[src/design/sm83_pkg.sv]
// sm83 alu package: operation codes, flag constants and the transaction payload types
// no dependencies; imported by the interfaces and every module of the block
package sm83_pkg;

	// operation codes
	localparam logic [4:0] FN_ADD   = 5'd0;
	localparam logic [4:0] FN_ADC   = 5'd1;
	localparam logic [4:0] FN_SUB   = 5'd2;
	localparam logic [4:0] FN_SBC   = 5'd3;
	localparam logic [4:0] FN_AND   = 5'd4;
	localparam logic [4:0] FN_OR    = 5'd5;
	localparam logic [4:0] FN_XOR   = 5'd6;
	localparam logic [4:0] FN_CP    = 5'd7;
	localparam logic [4:0] FN_INC   = 5'd8;
	localparam logic [4:0] FN_DEC   = 5'd9;
	localparam logic [4:0] FN_ADDHL = 5'd10;
	localparam logic [4:0] FN_ADDSP = 5'd11;
	localparam logic [4:0] FN_DAA   = 5'd12;
	localparam logic [4:0] FN_RLC   = 5'd13;
	localparam logic [4:0] FN_RRC   = 5'd14;
	localparam logic [4:0] FN_RL    = 5'd15;
	localparam logic [4:0] FN_RR    = 5'd16;
	localparam logic [4:0] FN_SLA   = 5'd17;
	localparam logic [4:0] FN_SRA   = 5'd18;
	localparam logic [4:0] FN_SWAP  = 5'd19;
	localparam logic [4:0] FN_SRL   = 5'd20;
	localparam logic [4:0] FN_BIT   = 5'd21;

	// decimal adjust, half carry and sign constants
	localparam logic [7:0]  DAA_LOW_ADJ  = 8'h06;
	localparam logic [7:0]  DAA_HIGH_ADJ = 8'h60;
	localparam logic [8:0]  DAA_HIGH_LIM = 9'h09F;
	localparam logic [3:0]  NIBBLE_MAX   = 4'hF;
	localparam logic [3:0]  BCD_DIGIT_MAX = 4'd9;
	localparam logic [11:0] HL_HALF_MASK = 12'hFFF;
	localparam logic [7:0]  SIGN_BIT     = 8'h80;

	typedef struct packed {
		logic [4:0]  func;
		logic [7:0]  acc;
		logic [7:0]  operand;
		logic [15:0] base_word;
		logic [15:0] addend_word;
		logic [2:0]  bit_index;
		logic        zero_in;
		logic        subtract_in;
		logic        half_in;
		logic        carry_in;
	} op_t;

	typedef struct packed {
		logic [7:0]  result_byte;
		logic [15:0] result_word;
		logic        zero_out;
		logic        subtract_out;
		logic        half_out;
		logic        carry_out;
	} res_t;

endpackage

[src/design/sm83_op_if.sv]
// operation channel: valid/ready handshake carrying one alu operation per transaction
// depends on sm83_pkg for op_t
interface sm83_op_if import sm83_pkg::*; ();
	logic valid;
	logic ready;
	op_t  payload;

	modport source (output valid, output payload, input ready);
	modport sink   (input valid, input payload, output ready);
endinterface

[src/design/sm83_res_if.sv]
// result channel: valid/ready handshake carrying one alu result per transaction
// depends on sm83_pkg for res_t
interface sm83_res_if import sm83_pkg::*; ();
	logic valid;
	logic ready;
	res_t payload;

	modport source (output valid, output payload, input ready);
	modport sink   (input valid, input payload, output ready);
endinterface

[src/design/sm83_shifter.sv]
// cb-prefixed rotates, shifts, swap and bit test on the byte operand
// depends on sm83_pkg
module sm83_shifter import sm83_pkg::*; (
	input  op_t  op,
	output res_t res
);
	logic [7:0] v;
	logic [7:0] r;
	logic       cout;

	assign v = op.operand;

	always_comb begin
		r    = v;
		cout = op.carry_in;
		unique case (op.func)
			FN_RLC:  begin r = {v[6:0], v[7]};         cout = v[7]; end
			FN_RRC:  begin r = {v[0], v[7:1]};         cout = v[0]; end
			FN_RL:   begin r = {v[6:0], op.carry_in};  cout = v[7]; end
			FN_RR:   begin r = {op.carry_in, v[7:1]};  cout = v[0]; end
			FN_SLA:  begin r = {v[6:0], 1'b0};         cout = v[7]; end
			FN_SRA:  begin r = {v[7], v[7:1]};         cout = v[0]; end
			FN_SWAP: begin r = {v[3:0], v[7:4]};       cout = 1'b0; end
			FN_SRL:  begin r = {1'b0, v[7:1]};         cout = v[0]; end
			default: begin r = v;                      cout = op.carry_in; end
		endcase
	end

	always_comb begin
		res.result_byte = r;
		res.result_word = 16'd0;
		if (op.func == FN_BIT) begin
			res.zero_out     = ~v[op.bit_index];
			res.subtract_out = 1'b0;
			res.half_out     = 1'b1;
			res.carry_out    = op.carry_in;
		end else begin
			res.zero_out     = (r == 8'd0);
			res.subtract_out = 1'b0;
			res.half_out     = 1'b0;
			res.carry_out    = cout;
		end
	end
endmodule

[src/design/sm83_alu.sv]
// single pass alu datapath: 8-bit arithmetic and logic, inc/dec, 16-bit adds, daa
// depends on sm83_pkg; instantiates sm83_shifter for the cb-prefixed group
module sm83_alu import sm83_pkg::*; (
	input  op_t  op,
	output res_t res
);
	res_t       shift_res;
	logic [7:0] a;
	logic [7:0] v;
	logic       cin;
	logic [8:0] sum9;
	logic [4:0] sum_lo;
	logic [8:0] dif9;
	logic [4:0] dif_lo;
	logic [7:0] inc8;
	logic [7:0] dec8;
	logic [16:0] hl17;
	logic [12:0] hl_lo;
	logic [15:0] sp16;
	logic [4:0] sp_lo;
	logic [8:0] sp_byte;
	logic [8:0] daa1;
	logic [8:0] daa2;
	logic [7:0] daa_r;
	logic       daa_c;

	sm83_shifter u_shift (
		.op  (op),
		.res (shift_res)
	);

	assign a   = op.acc;
	assign v   = op.operand;
	assign cin = ((op.func == FN_ADC) || (op.func == FN_SBC)) ? op.carry_in : 1'b0;

	assign sum9   = {1'b0, a} + {1'b0, v} + {8'd0, cin};
	assign sum_lo = {1'b0, a[3:0]} + {1'b0, v[3:0]} + {4'd0, cin};
	// bit 8 / bit 4 of the difference is the borrow
	assign dif9   = {1'b0, a} - {1'b0, v} - {8'd0, cin};
	assign dif_lo = {1'b0, a[3:0]} - {1'b0, v[3:0]} - {4'd0, cin};

	assign inc8 = v + 8'd1;
	assign dec8 = v - 8'd1;

	assign hl17  = {1'b0, op.base_word} + {1'b0, op.addend_word};
	assign hl_lo = {1'b0, op.base_word[11:0] & HL_HALF_MASK}
		+ {1'b0, op.addend_word[11:0] & HL_HALF_MASK};

	// signed offset for add sp, flags from the unsigned low byte
	assign sp16    = op.base_word + {{8{(v & SIGN_BIT) != 8'd0}}, v};
	assign sp_lo   = {1'b0, op.base_word[3:0]} + {1'b0, v[3:0]};
	assign sp_byte = {1'b0, op.base_word[7:0]} + {1'b0, v};

	// decimal adjust
	always_comb begin
		daa1  = {1'b0, a};
		daa2  = daa1;
		daa_c = op.carry_in;
		if (!op.subtract_in) begin
			if (op.half_in || (a[3:0] > BCD_DIGIT_MAX))
				daa1 = {1'b0, a} + {1'b0, DAA_LOW_ADJ};
			if (op.carry_in || (daa1 > DAA_HIGH_LIM))
				daa2 = daa1 + {1'b0, DAA_HIGH_ADJ};
			else
				daa2 = daa1;
			daa_c = op.carry_in | daa2[8];
		end else begin
			if (op.half_in)
				daa1 = {1'b0, a - DAA_LOW_ADJ};
			if (op.carry_in)
				daa2 = {1'b0, daa1[7:0] - DAA_HIGH_ADJ};
			else
				daa2 = daa1;
		end
		daa_r = daa2[7:0];
	end

	always_comb begin
		res.result_byte  = a;
		res.result_word  = 16'd0;
		res.zero_out     = op.zero_in;
		res.subtract_out = op.subtract_in;
		res.half_out     = op.half_in;
		res.carry_out    = op.carry_in;
		case (op.func) inside
			FN_ADD, FN_ADC: begin
				res.result_byte  = sum9[7:0];
				res.zero_out     = (sum9[7:0] == 8'd0);
				res.subtract_out = 1'b0;
				res.half_out     = sum_lo[4];
				res.carry_out    = sum9[8];
			end
			FN_SUB, FN_SBC, FN_CP: begin
				res.result_byte  = (op.func == FN_CP) ? a : dif9[7:0];
				res.zero_out     = (dif9[7:0] == 8'd0);
				res.subtract_out = 1'b1;
				res.half_out     = dif_lo[4];
				res.carry_out    = dif9[8];
			end
			FN_AND: begin
				res.result_byte  = a & v;
				res.zero_out     = ((a & v) == 8'd0);
				res.subtract_out = 1'b0;
				res.half_out     = 1'b1;
				res.carry_out    = 1'b0;
			end
			FN_OR: begin
				res.result_byte  = a | v;
				res.zero_out     = ((a | v) == 8'd0);
				res.subtract_out = 1'b0;
				res.half_out     = 1'b0;
				res.carry_out    = 1'b0;
			end
			FN_XOR: begin
				res.result_byte  = a ^ v;
				res.zero_out     = ((a ^ v) == 8'd0);
				res.subtract_out = 1'b0;
				res.half_out     = 1'b0;
				res.carry_out    = 1'b0;
			end
			FN_INC: begin
				res.result_byte  = inc8;
				res.zero_out     = (inc8 == 8'd0);
				res.subtract_out = 1'b0;
				res.half_out     = (v[3:0] == NIBBLE_MAX);
			end
			FN_DEC: begin
				res.result_byte  = dec8;
				res.zero_out     = (dec8 == 8'd0);
				res.subtract_out = 1'b1;
				res.half_out     = (v[3:0] == 4'd0);
			end
			FN_ADDHL: begin
				res.result_word  = hl17[15:0];
				res.subtract_out = 1'b0;
				res.half_out     = hl_lo[12];
				res.carry_out    = hl17[16];
			end
			FN_ADDSP: begin
				res.result_word  = sp16;
				res.zero_out     = 1'b0;
				res.subtract_out = 1'b0;
				res.half_out     = sp_lo[4];
				res.carry_out    = sp_byte[8];
			end
			FN_DAA: begin
				res.result_byte  = daa_r;
				res.zero_out     = (daa_r == 8'd0);
				res.half_out     = 1'b0;
				res.carry_out    = daa_c;
			end
			FN_RLC, FN_RRC, FN_RL, FN_RR, FN_SLA, FN_SRA, FN_SWAP, FN_SRL, FN_BIT: begin
				res = shift_res;
			end
			default: begin
				// unused codes: accumulator and flags pass through
			end
		endcase
	end
endmodule

[src/design/sm83_alu_and_shifter_unit.sv]
// sm83 alu and shifter, top level: operation register, single pass datapath, result register
// depends on sm83_pkg, sm83_op_if, sm83_res_if and sm83_alu
// flow: an accepted operation is registered in stage 1, then its result in stage 2, where
// it is offered; a result that is not taken stalls the pipeline
// throughput: one transaction per cycle if results are taken (two-stage register pipeline)
// reset: arst_n clears both stage valid flags at once; payload registers are not reset
module sm83_alu_and_shifter_unit import sm83_pkg::*; (
	input  logic      clk,
	input  logic      arst_n,
	sm83_op_if.sink   op,
	sm83_res_if.source result
);
	// stage 1 holds the accepted operation, stage 2 the finished result
	logic valid_s1;
	op_t  op_s1;
	logic valid_s2;
	res_t res_s2;
	res_t alu_res;
	logic advance;

	// pipeline moves when the result stage is empty or being taken this cycle
	assign advance  = !valid_s2 || result.ready;
	// a new transaction is taken whenever stage 1 is empty or moving on
	assign op.ready = !valid_s1 || advance;

	sm83_alu u_alu (
		.op  (op_s1),
		.res (alu_res)
	);

	// control: stage valid flags
	always_ff @(posedge clk or negedge arst_n) begin
		if (!arst_n) begin
			valid_s1 <= 1'b0;
			valid_s2 <= 1'b0;
		end else begin
			if (op.ready)
				valid_s1 <= op.valid;
			if (advance)
				valid_s2 <= valid_s1;
		end
	end

	// payload: captured only when its stage loads
	always_ff @(posedge clk) begin
		if (op.ready && op.valid)
			op_s1 <= op.payload;
		if (advance && valid_s1)
			res_s2 <= alu_res;
	end

	assign result.valid   = valid_s2;
	assign result.payload = res_s2;

	// an empty operation stage never refuses a transaction
	a_ready_when_empty: assert property (@(posedge clk) disable iff (!arst_n)
		!valid_s1 |-> op.ready)
		else $error("operation channel stalled with stage 1 empty");

	// an accepted operation is held in stage 1 on the next cycle
	a_accept_loads_s1: assert property (@(posedge clk) disable iff (!arst_n)
		(op.valid && op.ready) |=> valid_s1)
		else $error("accepted operation lost before stage 1");

	// stage 1 drains into the result stage whenever the pipeline advances
	a_s1_moves_to_s2: assert property (@(posedge clk) disable iff (!arst_n)
		(valid_s1 && advance) |=> valid_s2)
		else $error("stage 1 operation lost on the way to the result stage");

	// a result that is not taken blocks stage 1 only when stage 1 is full
	a_stall_keeps_s1: assert property (@(posedge clk) disable iff (!arst_n)
		(valid_s1 && !advance) |=> valid_s1)
		else $error("stage 1 dropped its operation during a stall");
endmodule
[src/flat_wrapper.sv]
// flat-port wrapper written by rule: the top's interface ports become plain ports
module sm83_alu_and_shifter_unit_flat import sm83_pkg::*;
  (clk, arst_n, op_valid, op_payload, op_ready, result_valid, result_payload, result_ready);
  sm83_op_if op_i ();
  sm83_res_if result_i ();
  input  logic clk;
  input  logic arst_n;
  input wire logic [$bits(op_i.valid)-1:0] op_valid;
  input wire logic [$bits(op_i.payload)-1:0] op_payload;
  output wire logic [$bits(op_i.ready)-1:0] op_ready;
  output wire logic [$bits(result_i.valid)-1:0] result_valid;
  output wire logic [$bits(result_i.payload)-1:0] result_payload;
  input wire logic [$bits(result_i.ready)-1:0] result_ready;
  assign op_i.valid = op_valid;
  assign op_i.payload = op_payload;
  assign op_ready = op_i.ready;
  assign result_valid = result_i.valid;
  assign result_payload = result_i.payload;
  assign result_i.ready = result_ready;
  sm83_alu_and_shifter_unit u_core (.clk(clk), .arst_n(arst_n), .op(op_i), .result(result_i));
endmodule
[config.mk]
export PLATFORM = sky130hd
export DESIGN_NAME = sm83_alu_and_shifter_unit_flat
export DESIGN_NICKNAME = d
export VERILOG_FILES = /design/src/design/sm83_pkg.sv /design/src/design/sm83_op_if.sv /design/src/design/sm83_res_if.sv /design/src/design/sm83_shifter.sv /design/src/design/sm83_alu.sv /design/src/design/sm83_alu_and_shifter_unit.sv /design/src/flat_wrapper.sv
export SDC_FILE = /design/constraint.sdc
export NUM_CORES = 1
export LEC_CHECK = 0
export ABC_CLOCK_PERIOD_IN_PS = 4900
export CORE_MARGIN = 2
export CORE_UTILIZATION = 60
export CTS_CLUSTER_SIZE = 25
export DETAILED_ROUTE_END_ITERATION = 7
export DONT_BUFFER_PORTS = 1
export MAX_ROUTING_LAYER = met4
export PLACE_DENSITY = 0.76
export SLEW_MARGIN = 20
export SYNTH_ARGS = -nofsm -noshare
export SYNTH_HDL_FRONTEND = slang
export SYNTH_SLANG_ARGS = --single-unit
[constraint.sdc]
create_clock -name clk -period 4.9 [get_ports clk]
set_input_delay 0.735 -clock clk [delete_from_list [all_inputs] [get_ports clk]]
set_output_delay 0.735 -clock clk [all_outputs]
set_load 0.02 [all_outputs]
---- Word level (Yosys, flattened, before mapping) ----
Cells that the tools add are included.
word-level totals
  logic and storage cells ................. 165
  output and inout bits ................... 30
  bits in registers ....................... 90
  input port bits ......................... 64
cells by class
  magnitude comparators ................... 3
  multiplexer cells ....................... 72
  $add $sub $neg .......................... 19
  eq/ne operators ......................... 22
  bitwise operators ....................... 5
  reductions and logical operators ........ 26
operators by type and width
  kind                   number
  $mux W8                16
  $logic_not A8 Y1       9
  $pmux W8 S8            1
  $mux W1                46
  $eq A5 B4 Y1 const B   8
  $mux W9                4
  $mux W16               2
  $eq A5 B5 Y1 const B   6
  $eq A5 B3 Y1 const B   4
  $add A8 B8 Y9          2
  $add A16 B16 Y17       1
  $add A16 B16 Y16       1
  $add A12 B12 Y13       1
  $add A4 B4 Y5          2
  $eq A5 B2 Y1 const B   2
  $reduce_or A10 Y1      1
  $add A8 B3 Y9 const B  1
  $add A9 B1 Y9          1
  $add A9 B7 Y9 const B  1
  $gt A9 B8 Y1 const B   1
  $reduce_or A9 Y1       1
  $sub A8 B8 Y9          1
  $sub A9 B1 Y9          1
  $add A8 B1 Y8 const B  1
  other kinds (26)       33

---- Logic depth before layout (Yosys ltp) ----
Gate-level depths: netlist of the first run.
  word-level depth ........................ 20
  depth in mapped cells ................... 17
  gate-level depth less buffers ........... 15

---- By module ----
A second synthesis of the first run with hierarchy kept.
unflattened totals
  cells, all modules ...................... 873
  area total of the unflattened synthesis .. 8,194.1 µm²
modules (own cells, without submodules)
  module                     cells an instance  instances  area an instance (µm²)  sequential area each (µm²)
  sm83_alu                   692                1          4,819.6                 0.0
  sm83_alu_and_shifter_unit  96                 1          2,746.4                 2,692.6
  sm83_shifter               85                 1          628.1                   0.0

---- Least setup slack after synthesis of the first run ----
OpenSTA, ideal clock, no wires.
  path kind ............................... register to register
  start point ............................. reg u_core.op_s1[57] (netlist name)
  end point ............................... reg u_core.res_s2 (netlist bit u_core.result.payload[27]) (data pin)
  data required time ...................... 4.629 ns
  slack ................................... 1.517 ns
  path buffers ............................ 2
  stages on the path, launching flop included .. 17
  data arrival time ....................... 3.112 ns
  setup time .............................. 0.271 ns
  clock period less this slack ............ 3.383 ns
  path through ............................ edfxtp_1 > clkbuf_1 > clkbuf_1 > nor2_1 > nand3_1 > fa_1 > inv_1 > ha_1 > o21ai_0 > nand2_1 > a21o_1 > a21o_1 > a21o_1 > a21oi_1 > xnor2_1 > a222oi_1 > o31ai_1
RTL lines
  element                 RTL line                         RTL
  from (decl)             sm83_alu_and_shifter_unit.sv:15  op_t op_s1;
  from (signal assigned)  sm83_alu_and_shifter_unit.sv:47  op_s1 <= op.payload;
  to (signal assigned)    sm83_alu_and_shifter_unit.sv:49  res_s2 <= alu_res;
  to (decl)               sm83_alu_and_shifter_unit.sv:17  res_t res_s2;

==> impl_metrics.ini, run 1 <==
[outcome]
status = completed

[finish]
fillCellCount = 970
area.sequential_um2 = 2693
multi_input_area_um2 = 4548
post_route_cells_drive_above_1_share_pct = 7.116
antenna_cells = 0
final_nets = 935
area_delta_synth_final_pct = 6.612

[clocking]
cts_hold_buf = 0
clkSinkCount = 90
htree_levels = 3
cts_buffers = 9
clkLatencyLatePin_ns = 0.36
cts_tree = built
post_cts_buffers = 0
clock_path_buffers = 2
clockRootBuffer = clkbuf_16
ctsResizeCount = 0
path_clk_slew_ns = 0.07

[placement]
port_buffers = 0
routabilityCongestion = 1.042
dp_hpwl_um = 16440

[critical_path]
timing.rr.start = u_core.op_s1[59]
start_kind = register
required_ns = 5.00
reg2reg_depth = 14
path_cells = nor2_1 -> nand3_1 -> fa_1 -> inv_1 -> ha_1 -> o21ai_0 -> nand2_1 -> a21o_1 -> a21o_1 -> a21o_1 -> a21oi_1 -> xnor2_1 -> a222oi_1 -> o31ai_1
r2r-end = u_core.result.payload[27]
r2r_setup_slack_ns = 0.94
slowest_delay_ns = 0.65
critPathSlowestCell = fa_1
crit_arrival_ns = 4.06
worstPathMaxFanout = 17
timing.critical_path.mode_cell = a21o_1
critPathKind = reg2reg
cp-end-kind = register

[sta]
finalCriticalPeriod_ns = 3.962
slew_headroom_pct = 30.56
hold_viol_final = 0
tightest_slew_ns = 1.038
skew_ns = 0.01275
setup_violations = 0
max_freq_mhz = 252.4
tns_ns = 0
maxSlewViolCount = 0
period_share_pct = 80.85
rsz0062_at_grt = no

[routing]
drc = 0
vias = 6592
antenna_left = 0
drt-total-wl_um = 22170
via_per_inst = 6.803
drt_pre_antenna_iters = 6
wire_per_inst_um = 22.88
drtIter0Drc = 880

[worst_hold_path]
min_path_type = in2async

[synthesis]
synth_flop_cell = edfxtp_1
synthArstFlopShare_pct = 2.222
synth-warning-count = 0
synth.avg_cell_area_um2 = 9.321
synth-seq-cells = 90
synth_cell_types = 78
syn-num-nets = 947
synth_edf_count = 88
ys_seq_area_share_pct = 35.75
syn-cell-area_um2 = 7531
netlist_instances = 808

[global_route]
track_usage_pct = 34.80
grt_overflow = 0
antenna_found_initial = 0
grt_first_pass_wirelength_um = 33990
grt_max_degree = 59
grt_pass1_vias = 6265

[power_and_ir_drop]
p_seq_share_pct = 42.7
switchingPower_mw = 0.7954
internal-power_mw = 1.578
p_leak_nw = 3.044
sw_frac_of_total_pct = 33.52
ir_drop_mv = 0.2548
power_mw = 2.373
p_comb_share_pct = 27.2
pwr-share-clk_pct = 30.1
power.density_nw_per_um2 = 295.6

[flow_run]
maxCapViolCount = 0

[floorplanning]
io_pins = 94
dieArea_um2 = 13460
die_x_um = 116.0
initial_utilization_pct = 62.18
core_um2 = 12110
die_h_um = 116.0
num_rows = 40
## flip-flops by register name (all words and copies together), names as in the netlist
name,cells
u_core.result.valid,1
u_core.result.payload,28
u_core.valid_s1,1
u_core.op_s1,60
## cell type report
class                   instances  area share (%)
multi-input cells             638           56.65
flip-flops and latches         90           33.54
well taps                     168           2.618
clock buffers                   9           2.805
repair buffers                 15           1.403
clock inverters                 7           1.029
inverters                      42           1.964
## cells in the final DEF, fill, tap and decap left out, drive strengths merged, types with 6 or more instances in the layout
| cell type | synthesis | final |
|---|---|---|
| edfxtp | 88 | 88 |
| nand2 | 62 | 62 |
| ha | 69 | 69 |
| nor4 | 18 | 18 |
| a31oi | 13 | 13 |
| nand4 | 6 | 6 |
| mux2i | 7 | 7 |
| o21a | 8 | 8 |
| a21oi | 57 | 57 |
| o211ai | 16 | 16 |
| inv | 40 | 43 |
| nand2b | 12 | 12 |
| clkbuf | 27 | 9 |
| o22ai | 11 | 11 |
| and2 | 9 | 9 |
| a221oi | 6 | 6 |
| nand3 | 22 | 22 |
| nor2b | 11 | 11 |
| xnor2 | 40 | 40 |
| a21o | 16 | 16 |
| buf | 11 | 15 |
| nor2 | 63 | 63 |
| a211oi | 9 | 9 |
| nor3 | 29 | 29 |
| and3 | 9 | 9 |
| o21ai | 46 | 46 |
| a221o | 6 | 6 |
| fa | 6 | 6 |
| or3 | 6 | 6 |
| xor2 | 16 | 16 |
## logic make-up (layout without fill, tap and decap cells)
family / after synthesis / after routing / share of synthesized area, %
multiplexers: 12 / 12 / 1.977
adder cells (fa/ha/maj): 75 / 75 / 13.06
flip-flops: 90 / 90 / 35.75
XOR/XNOR: 56 / 56 / 6.513
AND/OR/NAND/NOR: 262 / 262 / 17.43
buffers and inverters: 80 / 73 / 4.203
AO/OA/AOI/OAI: 233 / 233 / 21.07
## synthesized netlist by cell type (7+ instances only)
master    count  area [µm²]
edfxtp_1     88        2643
ha_1         69       863.3
nor2_1       63       236.5
nand2_1      62       232.7
a21oi_1      56       280.3
o21ai_0      44       220.2
inv_1        40       150.1
xnor2_1      40       350.3
nor3_1       29       145.1
clkbuf_1     27       101.4
nand3_1      22       110.1
nor4_1       16       100.1
xor2_1       16       140.1
a21o_1       14       105.1
o211ai_1     14       105.1
a31oi_1      13       81.33
nand2b_1     12       75.07
nor2b_1      11       68.82
o22ai_1      11       68.82
and3_1        9       56.30
a211oi_1      8       60.06
o21a_1        8       60.06
buf_2         7       35.03
mux2i_1       7       70.07
## worst max-delay path by stage
stage                           startpoint                   endpoint  slack [ns]
after floorplan           u_core.op_s1[57]  u_core.result.payload[27]        1.52
after global placement    u_core.op_s1[57]   u_core.result.payload[3]        1.22
after detailed placement  u_core.op_s1[57]  u_core.result.payload[27]        1.09
after CTS                 u_core.op_s1[57]  u_core.result.payload[27]        1.08
after global routing      u_core.op_s1[57]  u_core.result.payload[27]        0.78
final                     u_core.op_s1[59]  u_core.result.payload[27]        0.94
## through the flow
stage	cells	worst slack (ns)	util, %	instance area, µm²	hold WS (ns)
finish	969	0.9382	66.29	8029	0.07115
CTS	969	1.077	66.29	8029	0.06333
global route	969	0.7776	66.29	8029	0.05646
detailed placement	953	1.094	63.75	7721	0.4395
floorplan	808	1.517	-	7531	0.4394
global placement	953	1.221	63.75	7721	0.4395
## per-layer routing
metal	vias up	part of all wire, %	track usage, %	wire, µm
li1	3016	-	-	-
met1	3086	42	46.11	9302
met2	431	45	53.10	10020
met3	59	9.9	6.904	2199
met4	0	2.9	13.02	644
met5	-	0	-	0
## worst max-delay path, delay by kind of cell (launching register included)
kind                     cells  cell delay [ns]
AND/OR/NAND/NOR              3             0.81
XOR/XNOR                     1             0.11
buffers and inverters        1             0.06
flip-flops                   1             0.63
adder cells (fa/ha/maj)      2             0.82
AO/OA/AOI/OAI                7             1.27
## power by group through the flow
stage / registers [mW] / clock network [mW] / logic (mW)
3_5_place_dp: 1.03 / 0 / 0.626
5_1_grt: 1.02 / 0.745 / 0.705
6_report: 1.01 / 0.713 / 0.645
2_1_floorplan: 0.989 / 0 / 0.503
3_3_place_gp: 1.03 / 0 / 0.611
4_1_cts: 1.01 / 0.721 / 0.631
No activity file was read; power rests on OpenSTA's default activity.
==> run 2: changes to the inputs <==
Settings changed: ABC_CLOCK_PERIOD_IN_PS 4900 to 3300, CORE_UTILIZATION 60 to 59, PLACE_DENSITY 0.76 to 0.78.
Clock period 4.9 ns to 3.3 ns, I/O delays scaled along.
==> impl_metrics.ini, run 2 (same netlist as run 1, synthesis figures left out) <==
[outcome]
status = completed

[floorplanning]
die_x_um = 117.0
dieArea_um2 = 13680
io_pins = 94
core_um2 = 12520
die_h_um = 117.0
num_rows = 41
initial_utilization_pct = 60.17

[routing]
drt-total-wl_um = 24350
wire_per_inst_um = 23.66
drtIter0Drc = 936
drt_pre_antenna_iters = 6
vias = 6986
drc = 0
via_per_inst = 6.789
antenna_left = 0

[sta]
tns_ns = 0
period_share_pct = 97.89
worst_hold_slack_ns = 0.2192
max_freq_mhz = 309.6
slew_headroom_pct = 39.51
rsz0062_at_grt = yes
tightest_slew_ns = 0.9073
finalCriticalPeriod_ns = 3.230
skew_ns = 0.01252
maxSlewViolCount = 0
hold_viol_final = 0
setup_violations = 0

[finish]
regMostFlops = u_core.op_s1
mostFrequentLayoutCells = edfxtp_1, ha_1, buf_4, nand2_1, nor2_1
finalNonFillerCells = 1029
final_nets = 990
largest_reg_flops = 60
final_common_cell = edfxtp_1
multi_input_area_um2 = 4604
area.sequential_um2 = 2693
final_util_pct = 68.18
post_route_cells_drive_above_1_share_pct = 14.37
area_delta_synth_final_pct = 13.32
fillCellCount = 959

[global_route]
grt_overflow = 0
grt_first_pass_wirelength_um = 37530
track_usage_pct = 37.78
antenna_found_initial = 1
grt_pass1_vias = 6804
grt_max_degree = 61

[clocking]
cts_tree = built
clkSinkCount = 90
clock_path_buffers = 2
clkLatencyLatePin_ns = 0.37
htree_levels = 3
clockRootBuffer = clkbuf_16
cts_buffers = 9
path_clk_slew_ns = 0.08

[flow_run]
maxCapViolCount = 0

[placement]
dp.cells = 1005
port_buffers = 0
dp_hpwl_um = 18190
routabilityCongestion = 1.048

[worst_hold_path]
worstHoldPathCells = 0
min_path_type = in2reg

[critical_path]
crit_arrival_ns = 3.34
reg2reg_depth = 14
start_kind = register
critPathKind = reg2reg
cp-end-kind = register
required_ns = 3.41
worstPathMaxFanout = 3

[power_and_ir_drop]
power.density_nw_per_um2 = 432.3
p_leak_nw = 3.345
ir_drop_mv = 0.4323
run 2: final cells by class:
type | instances | area share (%)
multi-input combinational | 638 | 53.95
sequential | 90 | 31.55
timing repair buffer | 70 | 6.377
clock buffer | 9 | 2.639
tap | 172 | 2.522
inverter | 42 | 1.847
clock inverter | 7 | 1.085
antenna | 1 | 0.02932
run 2: repair_timing:
action / in CTS / in global routing
pin swaps: 0 / 7
gates resized for setup: 3 / 15
hold buffers: 1 / 0
endpoints found under the hold margin: 2 / 0
buffers inserted: 0 / 6
gates cloned: 0 / 0
endpoints found under the setup margin: 3 / 10
run 2: worst paths after layout:
path                                       start                   endpoint  slack, ns
max in group asynchronous                 arst_n        u_core.result.valid       2.81
worst max register to register  u_core.op_s1[57]  u_core.result.payload[27]       0.07
worst max-delay path            u_core.op_s1[57]  u_core.result.payload[27]       0.07
worst min register to register   u_core.valid_s1        u_core.result.valid       0.50
min in group asynchronous                 arst_n            u_core.valid_s1       0.36
worst min-delay path              op_payload[45]           u_core.op_s1[45]       0.22
run 2: critical path, stage by stage, from the launching register on:
cell and delay, ns:
edfxtp_1 0.40, nor2_2 0.16, nand3_2 0.15, fa_1 0.58, inv_1 0.06, ha_1 0.17, o21ai_1 0.12, nand2_1 0.11
a21o_1 0.21, a21o_1 0.20, a21o_1 0.19, a21oi_2 0.19, xnor2_2 0.11, a222oi_1 0.21, o31ai_1 0.12
run 2: stage by stage:
step | total power, mW | cell area (µm²) | setup WS [ns]
after floorplan | 2.217 | 7535 | 0.01011
after global placement | 2.502 | 8083 | 0.06612
after detailed placement | 2.531 | 8083 | 0.03115
after CTS | 3.639 | 8429 | 0.01625
after global routing | 3.842 | 8534 | -0.07369
final | 3.690 | 8534 | 0.06972
run 2: report_power, final:
group	leakage [nW]	switching (mW)	total, mW	internal [mW]
logic	2.31	0.668	1.12	0.452
clock network	0.156	0.495	1.10	0.608
registers	0.875	0.102	1.47	1.36
run 2: routing by layer:
metal / wire (µm) / vias up / global-route usage (%)
li1: - / 3133 / -
met1: 9616 / 3319 / 50.70
met2: 11150 / 466 / 57.11
met3: 2759 / 68 / 7.673
met4: 820 / 0 / 13.73
met5: 0 / - / -
